<file path="src/hdl/c2u_pkg.sv">
// shared types, constants and the windows-1252 upper table for the transcoder
`default_nettype none

package c2u_pkg;

  localparam int QDepth = 2;
  localparam int QPtrW  = $clog2(QDepth);
  localparam int QCntW  = $clog2(QDepth + 1);

  localparam int CpW = 21;

  localparam logic [CpW-1:0] QuestionMark  = 21'h00003F;
  localparam logic [CpW-1:0] SupplementBase = 21'h010000;

  typedef enum logic [1:0] {
    MODE_PASS      = 2'd0,
    MODE_CP1252    = 2'd1,
    MODE_UTF16_LE  = 2'd2,
    MODE_UTF16_BE  = 2'd3
  } c2u_mode_e;

  typedef struct packed {
    logic [7:0] data_byte;
    logic       end_of_stream;
  } c2u_in_t;

  typedef struct packed {
    logic [7:0] utf8_byte;
    logic       run_last;
  } c2u_out_t;

  // one queued result: a raw byte or a code point to encode
  typedef struct packed {
    logic           raw;
    logic [CpW-1:0] cp;
  } c2u_entry_t;

  typedef struct packed {
    logic not_empty;
    logic full;
  } c2u_qstat_t;

  function automatic logic [15:0] win1252_hi(input logic [4:0] idx);
    logic [15:0] cp;
    case (idx)
      5'd0:  cp = 16'h20AC;
      5'd1:  cp = 16'h0081;
      5'd2:  cp = 16'h201A;
      5'd3:  cp = 16'h0192;
      5'd4:  cp = 16'h201E;
      5'd5:  cp = 16'h2026;
      5'd6:  cp = 16'h2020;
      5'd7:  cp = 16'h2021;
      5'd8:  cp = 16'h02C6;
      5'd9:  cp = 16'h2030;
      5'd10: cp = 16'h0160;
      5'd11: cp = 16'h2039;
      5'd12: cp = 16'h0152;
      5'd13: cp = 16'h008D;
      5'd14: cp = 16'h017D;
      5'd15: cp = 16'h008F;
      5'd16: cp = 16'h0090;
      5'd17: cp = 16'h2018;
      5'd18: cp = 16'h2019;
      5'd19: cp = 16'h201C;
      5'd20: cp = 16'h201D;
      5'd21: cp = 16'h2022;
      5'd22: cp = 16'h2013;
      5'd23: cp = 16'h2014;
      5'd24: cp = 16'h02DC;
      5'd25: cp = 16'h2122;
      5'd26: cp = 16'h0161;
      5'd27: cp = 16'h203A;
      5'd28: cp = 16'h0153;
      5'd29: cp = 16'h009D;
      5'd30: cp = 16'h017E;
      default: cp = 16'h0178;
    endcase
    return cp;
  endfunction

endpackage

`default_nettype wire

</file>
<file path="src/hdl/c2u_front.sv">
// input side: mode register, utf-16 pairing and code point selection
`default_nettype none

module c2u_front import c2u_pkg::*; (
  input  wire logic       clk_i,
  input  wire logic       rst_ni,
  input  wire logic       cfg_we_i,
  input  wire logic [1:0] cfg_wdata_i,
  input  wire logic       in_valid_i,
  output logic            in_stall_o,
  input  wire c2u_in_t    in_data_i,
  input  wire logic       q_full_i,
  output logic            push_o,
  output c2u_entry_t      entry_o
);

  c2u_mode_e   mode_q;
  logic        phase_q, phase_d;
  logic [7:0]  held_q, held_d;
  logic [9:0]  hs_q, hs_d;
  logic        pend_q, pend_d;

  logic        accept;
  logic        push;
  logic [7:0]  b;
  logic [15:0] unit;
  logic        is_hi, is_lo;
  logic [CpW-1:0] pair_cp;

  assign accept     = in_valid_i && !q_full_i;
  assign in_stall_o = q_full_i;
  assign b          = in_data_i.data_byte;
  assign unit       = (mode_q == MODE_UTF16_LE) ? {b, held_q} : {held_q, b};
  assign is_hi      = (unit[15:10] == 6'b110110);
  assign is_lo      = (unit[15:10] == 6'b110111);
  assign pair_cp    = SupplementBase + {1'b0, hs_q, unit[9:0]};

  always_comb begin
    phase_d = phase_q;
    held_d  = held_q;
    hs_d    = hs_q;
    pend_d  = pend_q;
    push    = 1'b0;
    entry_o = '0;
    case (mode_q)
      MODE_PASS: begin
        push         = 1'b1;
        entry_o.raw  = 1'b1;
        entry_o.cp   = {13'd0, b};
      end
      MODE_CP1252: begin
        push = 1'b1;
        if (b[7:5] == 3'b100) begin
          entry_o.cp = {5'd0, win1252_hi(b[4:0])};
        end else begin
          entry_o.cp = {13'd0, b};
        end
      end
      default: begin
        if (!phase_q) begin
          held_d  = b;
          phase_d = 1'b1;
        end else begin
          phase_d = 1'b0;
          held_d  = '0;
          if (pend_q) begin
            push       = 1'b1;
            entry_o.cp = is_lo ? pair_cp : QuestionMark;
            pend_d     = 1'b0;
            hs_d       = '0;
          end else if (is_hi) begin
            hs_d   = unit[9:0];
            pend_d = 1'b1;
          end else if (is_lo) begin
            push       = 1'b1;
            entry_o.cp = QuestionMark;
          end else begin
            push       = 1'b1;
            entry_o.cp = {5'd0, unit};
          end
        end
      end
    endcase
    if (in_data_i.end_of_stream) begin
      phase_d = 1'b0;
      held_d  = '0;
      hs_d    = '0;
      pend_d  = 1'b0;
    end
  end

  assign push_o = accept && push;

  always_ff @(posedge clk_i or negedge rst_ni) begin
    if (!rst_ni) begin
      mode_q  <= MODE_PASS;
      phase_q <= 1'b0;
      held_q  <= '0;
      hs_q    <= '0;
      pend_q  <= 1'b0;
    end else begin
      if (cfg_we_i) begin
        mode_q <= c2u_mode_e'(cfg_wdata_i);
      end
      if (accept) begin
        phase_q <= phase_d;
        held_q  <= held_d;
        hs_q    <= hs_d;
        pend_q  <= pend_d;
      end
    end
  end

endmodule

`default_nettype wire

</file>
<file path="src/hdl/c2u_queue.sv">
// short result queue between the input and output sides
`default_nettype none

module c2u_queue import c2u_pkg::*; (
  input  wire logic       clk_i,
  input  wire logic       rst_ni,
  input  wire logic       push_i,
  input  wire c2u_entry_t entry_i,
  input  wire logic       pop_i,
  output c2u_entry_t      head_o,
  output c2u_qstat_t      stat_o
);

  c2u_entry_t             mem_q [QDepth];
  logic [QPtrW-1:0]       wr_ptr_q, rd_ptr_q;
  logic [QCntW-1:0]       count_q, count_d;

  function automatic logic [QPtrW-1:0] ptr_next(input logic [QPtrW-1:0] p);
    logic [QPtrW-1:0] n;
    if (p == QPtrW'(QDepth - 1)) begin
      n = '0;
    end else begin
      n = p + QPtrW'(1);
    end
    return n;
  endfunction

  assign head_o           = mem_q[rd_ptr_q];
  assign stat_o.not_empty = (count_q != '0);
  assign stat_o.full      = (count_q == QCntW'(QDepth));

  always_comb begin
    count_d = count_q;
    if (push_i && !pop_i) begin
      count_d = count_q + QCntW'(1);
    end else if (pop_i && !push_i) begin
      count_d = count_q - QCntW'(1);
    end
  end

  always_ff @(posedge clk_i) begin
    if (push_i) begin
      mem_q[wr_ptr_q] <= entry_i;
    end
  end

  always_ff @(posedge clk_i or negedge rst_ni) begin
    if (!rst_ni) begin
      wr_ptr_q <= '0;
      rd_ptr_q <= '0;
      count_q  <= '0;
    end else begin
      if (push_i) begin
        wr_ptr_q <= ptr_next(wr_ptr_q);
      end
      if (pop_i) begin
        rd_ptr_q <= ptr_next(rd_ptr_q);
      end
      count_q <= count_d;
    end
  end

endmodule

`default_nettype wire

</file>
<file path="src/hdl/c2u_back.sv">
// output side: utf-8 byte serialiser with registered output
`default_nettype none

module c2u_back import c2u_pkg::*; (
  input  wire logic       clk_i,
  input  wire logic       rst_ni,
  input  wire c2u_entry_t head_i,
  input  wire c2u_qstat_t qstat_i,
  output logic            pop_o,
  output logic            out_valid_o,
  input  wire logic       out_stall_i,
  output c2u_out_t        out_data_o
);

  logic           out_valid_q;
  c2u_out_t       out_data_q;
  logic [1:0]     idx_q;
  logic [1:0]     last_idx;
  logic [1:0]     remain;
  logic [7:0]     byte_val;
  logic           last;
  logic           load;
  logic [CpW-1:0] cp;

  assign cp = head_i.cp;

  always_comb begin
    if (head_i.raw || cp < 21'h000080) begin
      last_idx = 2'd0;
    end else if (cp < 21'h000800) begin
      last_idx = 2'd1;
    end else if (cp < 21'h010000) begin
      last_idx = 2'd2;
    end else begin
      last_idx = 2'd3;
    end
  end

  assign remain = last_idx - idx_q;
  assign last   = (idx_q == last_idx);

  always_comb begin
    if (idx_q == 2'd0) begin
      case (last_idx)
        2'd0:    byte_val = cp[7:0];
        2'd1:    byte_val = {3'b110, cp[10:6]};
        2'd2:    byte_val = {4'b1110, cp[15:12]};
        default: byte_val = {5'b11110, cp[20:18]};
      endcase
    end else begin
      case (remain)
        2'd0:    byte_val = {2'b10, cp[5:0]};
        2'd1:    byte_val = {2'b10, cp[11:6]};
        default: byte_val = {2'b10, cp[17:12]};
      endcase
    end
  end

  assign load        = qstat_i.not_empty && (!out_valid_q || !out_stall_i);
  assign pop_o       = load && last;
  assign out_valid_o = out_valid_q;
  assign out_data_o  = out_data_q;

  always_ff @(posedge clk_i) begin
    if (load) begin
      out_data_q.utf8_byte <= byte_val;
      out_data_q.run_last  <= last;
    end
  end

  always_ff @(posedge clk_i or negedge rst_ni) begin
    if (!rst_ni) begin
      out_valid_q <= 1'b0;
      idx_q       <= '0;
    end else begin
      if (load) begin
        out_valid_q <= 1'b1;
        idx_q       <= last ? 2'd0 : idx_q + 2'd1;
      end else if (!out_stall_i) begin
        out_valid_q <= 1'b0;
      end
    end
  end

endmodule

`default_nettype wire

</file>
<file path="src/hdl/charset_to_utf8_transcoder.sv">
// top level: charset to utf-8 transcoder
// path: a result is written into the queue and then loaded into the output register
// throughput: one input byte per cycle while the two-entry queue has room;
// the output register gives one utf-8 byte per cycle unless out_stall_i is set;
// a code point of 1 to 4 utf-8 bytes holds the queue head until its last loads
// reset: asynchronous, clears mode to passthrough, utf-16 state, queue and output
`default_nettype none

module charset_to_utf8_transcoder import c2u_pkg::*; (
  input  wire logic       clk_i,
  input  wire logic       rst_ni,
  input  wire logic       cfg_we_i,
  input  wire logic [1:0] cfg_wdata_i,
  input  wire logic       in_valid_i,
  output logic            in_stall_o,
  input  wire c2u_in_t    in_data_i,
  output logic            out_valid_o,
  input  wire logic       out_stall_i,
  output c2u_out_t        out_data_o
);

  logic       push;
  logic       pop;
  c2u_entry_t entry;
  c2u_entry_t head;
  c2u_qstat_t qstat;

  c2u_front u_front (
    .clk_i       (clk_i),
    .rst_ni      (rst_ni),
    .cfg_we_i    (cfg_we_i),
    .cfg_wdata_i (cfg_wdata_i),
    .in_valid_i  (in_valid_i),
    .in_stall_o  (in_stall_o),
    .in_data_i   (in_data_i),
    .q_full_i    (qstat.full),
    .push_o      (push),
    .entry_o     (entry)
  );

  c2u_queue u_queue (
    .clk_i   (clk_i),
    .rst_ni  (rst_ni),
    .push_i  (push),
    .entry_i (entry),
    .pop_i   (pop),
    .head_o  (head),
    .stat_o  (qstat)
  );

  c2u_back u_back (
    .clk_i       (clk_i),
    .rst_ni      (rst_ni),
    .head_i      (head),
    .qstat_i     (qstat),
    .pop_o       (pop),
    .out_valid_o (out_valid_o),
    .out_stall_i (out_stall_i),
    .out_data_o  (out_data_o)
  );

`ifndef SYNTHESIS
  // no write into a full queue
  a_no_push_full: assert property (@(posedge clk_i) disable iff (!rst_ni)
    !(push && qstat.full))
    else $error("push into full queue");

  // a multi-byte sequence continues without a gap
  a_run_contiguous: assert property (@(posedge clk_i) disable iff (!rst_ni)
    (out_valid_o && !out_data_o.run_last) |=> out_valid_o)
    else $error("gap inside a utf-8 sequence");

  // output drains when the queue is empty
  a_drain: assert property (@(posedge clk_i) disable iff (!rst_ni)
    (out_valid_o && !out_stall_i && !qstat.not_empty) |=> !out_valid_o)
    else $error("output valid without queued data");

  // nothing is popped from an empty queue
  a_no_pop_empty: assert property (@(posedge clk_i) disable iff (!rst_ni)
    pop |-> qstat.not_empty)
    else $error("pop from empty queue");
`endif

endmodule

`default_nettype wire

</file>
<file path="config.mk">
export PLATFORM = sky130hd
export DESIGN_NAME = charset_to_utf8_transcoder
export DESIGN_NICKNAME = d
export VERILOG_FILES = /design/src/hdl/c2u_pkg.sv /design/src/hdl/c2u_front.sv /design/src/hdl/c2u_queue.sv /design/src/hdl/c2u_back.sv /design/src/hdl/charset_to_utf8_transcoder.sv
export SDC_FILE = /design/constraint.sdc
export NUM_CORES = 1
export LEC_CHECK = 0
export ABC_AREA = 1
export BUFFER_PORTS_ARGS = -buffer_cell sky130_fd_sc_hd__buf_2
export CAP_MARGIN = 20
export CORE_MARGIN = 5
export CORE_UTILIZATION = 42
export CTS_CLUSTER_DIAMETER = 120
export DETAILED_ROUTE_END_ITERATION = 8
export SLEW_MARGIN = 20
export SYNTH_ARGS = -nofsm -noshare
export SYNTH_HDL_FRONTEND = slang
export SYNTH_SLANG_ARGS = --single-unit
export TNS_END_PERCENT = 5
</file>
<file path="constraint.sdc">
create_clock -name clk_i -period 6.6 [get_ports clk_i]
set_input_delay 1.32 -clock clk_i [delete_from_list [all_inputs] [get_ports clk_i]]
set_output_delay 1.32 -clock clk_i [all_outputs]
set_load 0.02 [all_outputs]
</file>
==> results.yml <==
synthesis:
  mapped_cells: 597
  synth_ff_type: "sky130_fd_sc_hd__edfxtp_1"
  ys_top_cells_by_area: "sky130_fd_sc_hd__edfxtp_1, sky130_fd_sc_hd__dfrtp_1, sky130_fd_sc_hd__nand2_1, sky130_fd_sc_hd__inv_1, sky130_fd_sc_hd__o21ai_0"
  yosys.cell_types.count: 44
  synth_nets: 628
  synthTopCellsByCount: "sky130_fd_sc_hd__nand2_1, sky130_fd_sc_hd__inv_1, sky130_fd_sc_hd__edfxtp_1"
  leading_cell_type_by_number_of_instances_after_synthesis: "sky130_fd_sc_hd__nand2_1"
  syn_avg_cell_area_um2: 8.06
  fraction_of_synthesis_flops_using_an_asynchronous_set_or_reset_pin_pct: 35.4
  post_synth_instance_area_um2: 4810
  area_share_of_the_largest_cell_type_after_synthesis_pct: 33.1
  synth_edf_count: 53
  cell_type_with_the_highest_aggregate_area_in_the_netlist: "sky130_fd_sc_hd__edfxtp_1"
  synth.ff_latch_count: 82
  synth_sequential_area_ratio_pct: 48.2
  yosysWarningCount: 0
clock_network:
  clkTransAtPathRegs_ns: 0.06
  clockRootBuffer: "sky130_fd_sc_hd__clkbuf_16"
  worstSkewPairLatency_ns: 0.34
  tritoncts: "built"
  clkSinkCount: 82
  h_tree_levels: 3
  post_cts_buffers: 0
  tritoncts.num_buffers: 9
  cts_resized: 0
  cts_hold_buf: 0
  ctsLongestPathBuffers: 2
sta:
  layout_worst_path_cycle_share_pct: 53.6
  hold_viol_final: 0
  report.final.setup_viol: 0
  timing_worst_slew_pin_value_ns: 0.691
  maxSlewViolCount: 0
  slew-limit-headroom_pct: 53.9
  fin_skew_ns: 0.00907
  max_clock_freq_mhz: 283
  grt_setup_unrepaired: "no"
  timing.final.crit_period_ns: 3.54
  timing.setup.tns_ns: 0
detailed_routing:
  wirelength_um: 12100
  ant_nets: 0
  drt-vias-per-instance: 5.33
  first_pass_iters: 5
  initialDrtViolationCount: 292
  remaining_drc_errors: 0
  routed_wire_length_per_instance_um: 15.8
  vias_post_dr: 4081
run:
  cap_violations: 0
critical_path:
  rr_worst_depth: 18
  startpoint: "u_queue.rd_ptr_q"
  r2r_start: "u_queue.rd_ptr_q"
  path_cells: "buf_4 > inv_2 > nand2_1 > nand2_1 > nand3_1 > nor2_2 > nand2_2 > inv_1 > a21oi_1 > o21ai_0 > ha_1 > inv_1 > nor2_1 > nand2_1 > ha_1 > a21oi_1 > o21ai_0 > xor2_1"
  crit_top_cell: "sky130_fd_sc_hd__nand2_1"
  worstPathMaxFanout: 28
  critPathArrivalTime_ns: 3.76
  reg2reg_to: "u_queue.count_q[1]"
  setup.worst_path.end_class: "register"
  worst_endpoint_required_time_ns: 6.82
  critical_path_class: "reg -> reg"
  reg2reg_setup_slack_ns: 3.06
  worstSetupStartpointType: "register"
  critical_path.slowest_cell: "sky130_fd_sc_hd__ha_1"
  crit_path_max_incr_delay_ns: 0.49
power_and_ir_drop:
  cellInternalPower_mw: 1.28
  cellPowerDensity_nw_per_um2: 408
  share_seq_of_total_power_pct: 35.3
  power_leakage_nw: 2.41
  netSwitchingPower_mw: 0.885
  power_switching_share_pct: 40.9
  power.share.combinational_pct: 42.3
  power.clock.fraction_pct: 22.4
  vdd.ir_drop.worst_uv: 252
placed_design:
  place.gp.congestion: 0.928
  hpwl_um: 9130
  place.port_buffers: 26
  placedCellCount: 749
final_layout:
  drive_above_1_share_pct: 10.6
  fillers: 1114
  syn2layout_area_growth_pct: 10.4
  stdcell_count: 765
  antenna_cells_inserted: 0
  final_net_count: 648
grt:
  via_count_of_the_first_global_routing_pass: 3907
  grtUsageTotal_pct: 18.6
  grt_antenna_before_repair: 0
  largest_net_degree_at_the_start_of_global_routing: 33
  global_route_wire_length_before_repair_um: 19500
  grt.overflow.total: 0
hold_path:
  whs_path_depth: 2
  worstHoldPathType: "reg -> reg"
  timing.hold.worst.start: "u_front.hs_q[1]"
  hold_path_end: "u_front.hs_q[1]"
die:
  floorplan.initialDensity_pct: 42.5
  fp.coreArea_um2: 11300
  die_width_um: 117
  die_height_um: 117
  fp.dieArea_um2: 13700
  ios: 27
  row_count: 39
status:
  status: "finished, final reports clean"
==> power by group through the flow <==
stage	sequential (mW)	combinational [mW]	clock [mW]
3_3_place_gp	0.774	0.907	0
3_5_place_dp	0.777	0.913	0
4_1_cts	0.767	0.916	0.492
5_1_grt	0.779	1.03	0.516
6_report	0.765	0.915	0.485
2_1_floorplan	0.810	0.654	0
==> registers in the layout, summed over array words and instances (netlist names) <==
name and flops:
u_queue.mem_q 44, u_front.phase_q 1, u_front.hs_q 10, u_queue.wr_ptr_q 1, u_queue.rd_ptr_q 1, u_back.out_data_o 9
u_front.held_q 8, u_back.idx_q 2, u_queue.count_q 2, u_back.out_valid_o 1, u_front.mode_q 2, u_front.pend_q 1
==> placed cells by master, fill, tap and decap left out, drive strengths merged, types with 2 or more instances in the layout <==
cell type / instances
nand4: 13
nand2: 177
clkbuf: 14
nor3: 10
dfrtp: 29
a21oi: 23
o21ai: 69
o221ai: 4
o22ai: 6
edfxtp: 53
nor2: 43
o31ai: 2
xor2: 2
ha: 15
nand3: 31
clkinv: 3
buf: 28
nor4: 4
inv: 82
==> final cells by class <==
class,instances,area (µm²),area share (%)
Inverter,84,315,5.94
Clock inverter,2,11.3,0.212
Timing Repair Buffer,28,145,2.73
Clock buffer,14,274,5.16
Tap cell,143,179,3.37
Multi-Input combinational cell,412,2070,38.9
Sequential cell,82,2320,43.6
==> through the flow <==
step | setup slack [ns] | instance area (µm²) | hold slack, ns | power, mW | utilization [%]
2_1_floorplan | 3.04 | 4810 | 0.454 | 1.46 | -
3_3_place_gp | 2.92 | 5020 | 0.469 | 1.68 | 44.3
3_5_place_dp | 2.87 | 5020 | 0.484 | 1.69 | 44.3
4_1_cts | 3.03 | 5310 | 0.498 | 2.17 | 46.9
5_1_grt | 2.73 | 5310 | 0.513 | 2.33 | 46.9
6_report | 3.06 | 5310 | 0.493 | 2.17 | 46.9
==> cells by family (layout without fill, tap and decap cells) <==
| kind of cell | Yosys count | in the layout | share of synthesized area (%) |
|---|---|---|---|
| simple gates | 279 | 279 | 24.8 |
| compound gates | 115 | 115 | 13.6 |
| buf+inv | 103 | 128 | 8.98 |
| flops | 82 | 82 | 48.2 |
| fa+ha+maj | 15 | 15 | 3.90 |
| xor+xnor | 3 | 3 | 0.546 |
==> layer usage <==
layer	global-route usage, %	wire length (µm)	up-vias	part of all wire [%]
met4	8.26	337	0	2.8
met1	24.0	5280	1876	44
li1	-	-	2033	-
met2	30.3	5800	145	48
met3	3.60	670	27	5.5
met5	0	0	-	0
==> worst max-delay path, delay by kind of cell (launching register included) <==
kind	cells	cell delay (ns)
DFF	1	0.32
xor gates and xnor gates	1	0.15
adders and majority gates	2	0.82
and+or+nand+nor	7	0.81
AOI/OAI and AO/OA	4	0.55
buffers and inverters	4	0.75
==> worst max-delay path by stage <==
stage / endpoint / slack (ns)
floorplan: u_queue.mem_q[1][0] / 3.04
global placement: u_queue.mem_q[1][1] / 2.92
detailed placement: u_queue.mem_q[1][1] / 2.87
CTS: u_queue.count_q[1] / 3.03
global route: u_queue.count_q[1] / 2.73
finish: u_queue.count_q[1] / 3.06
Note: power is estimated with default switching activity, not from simulation.
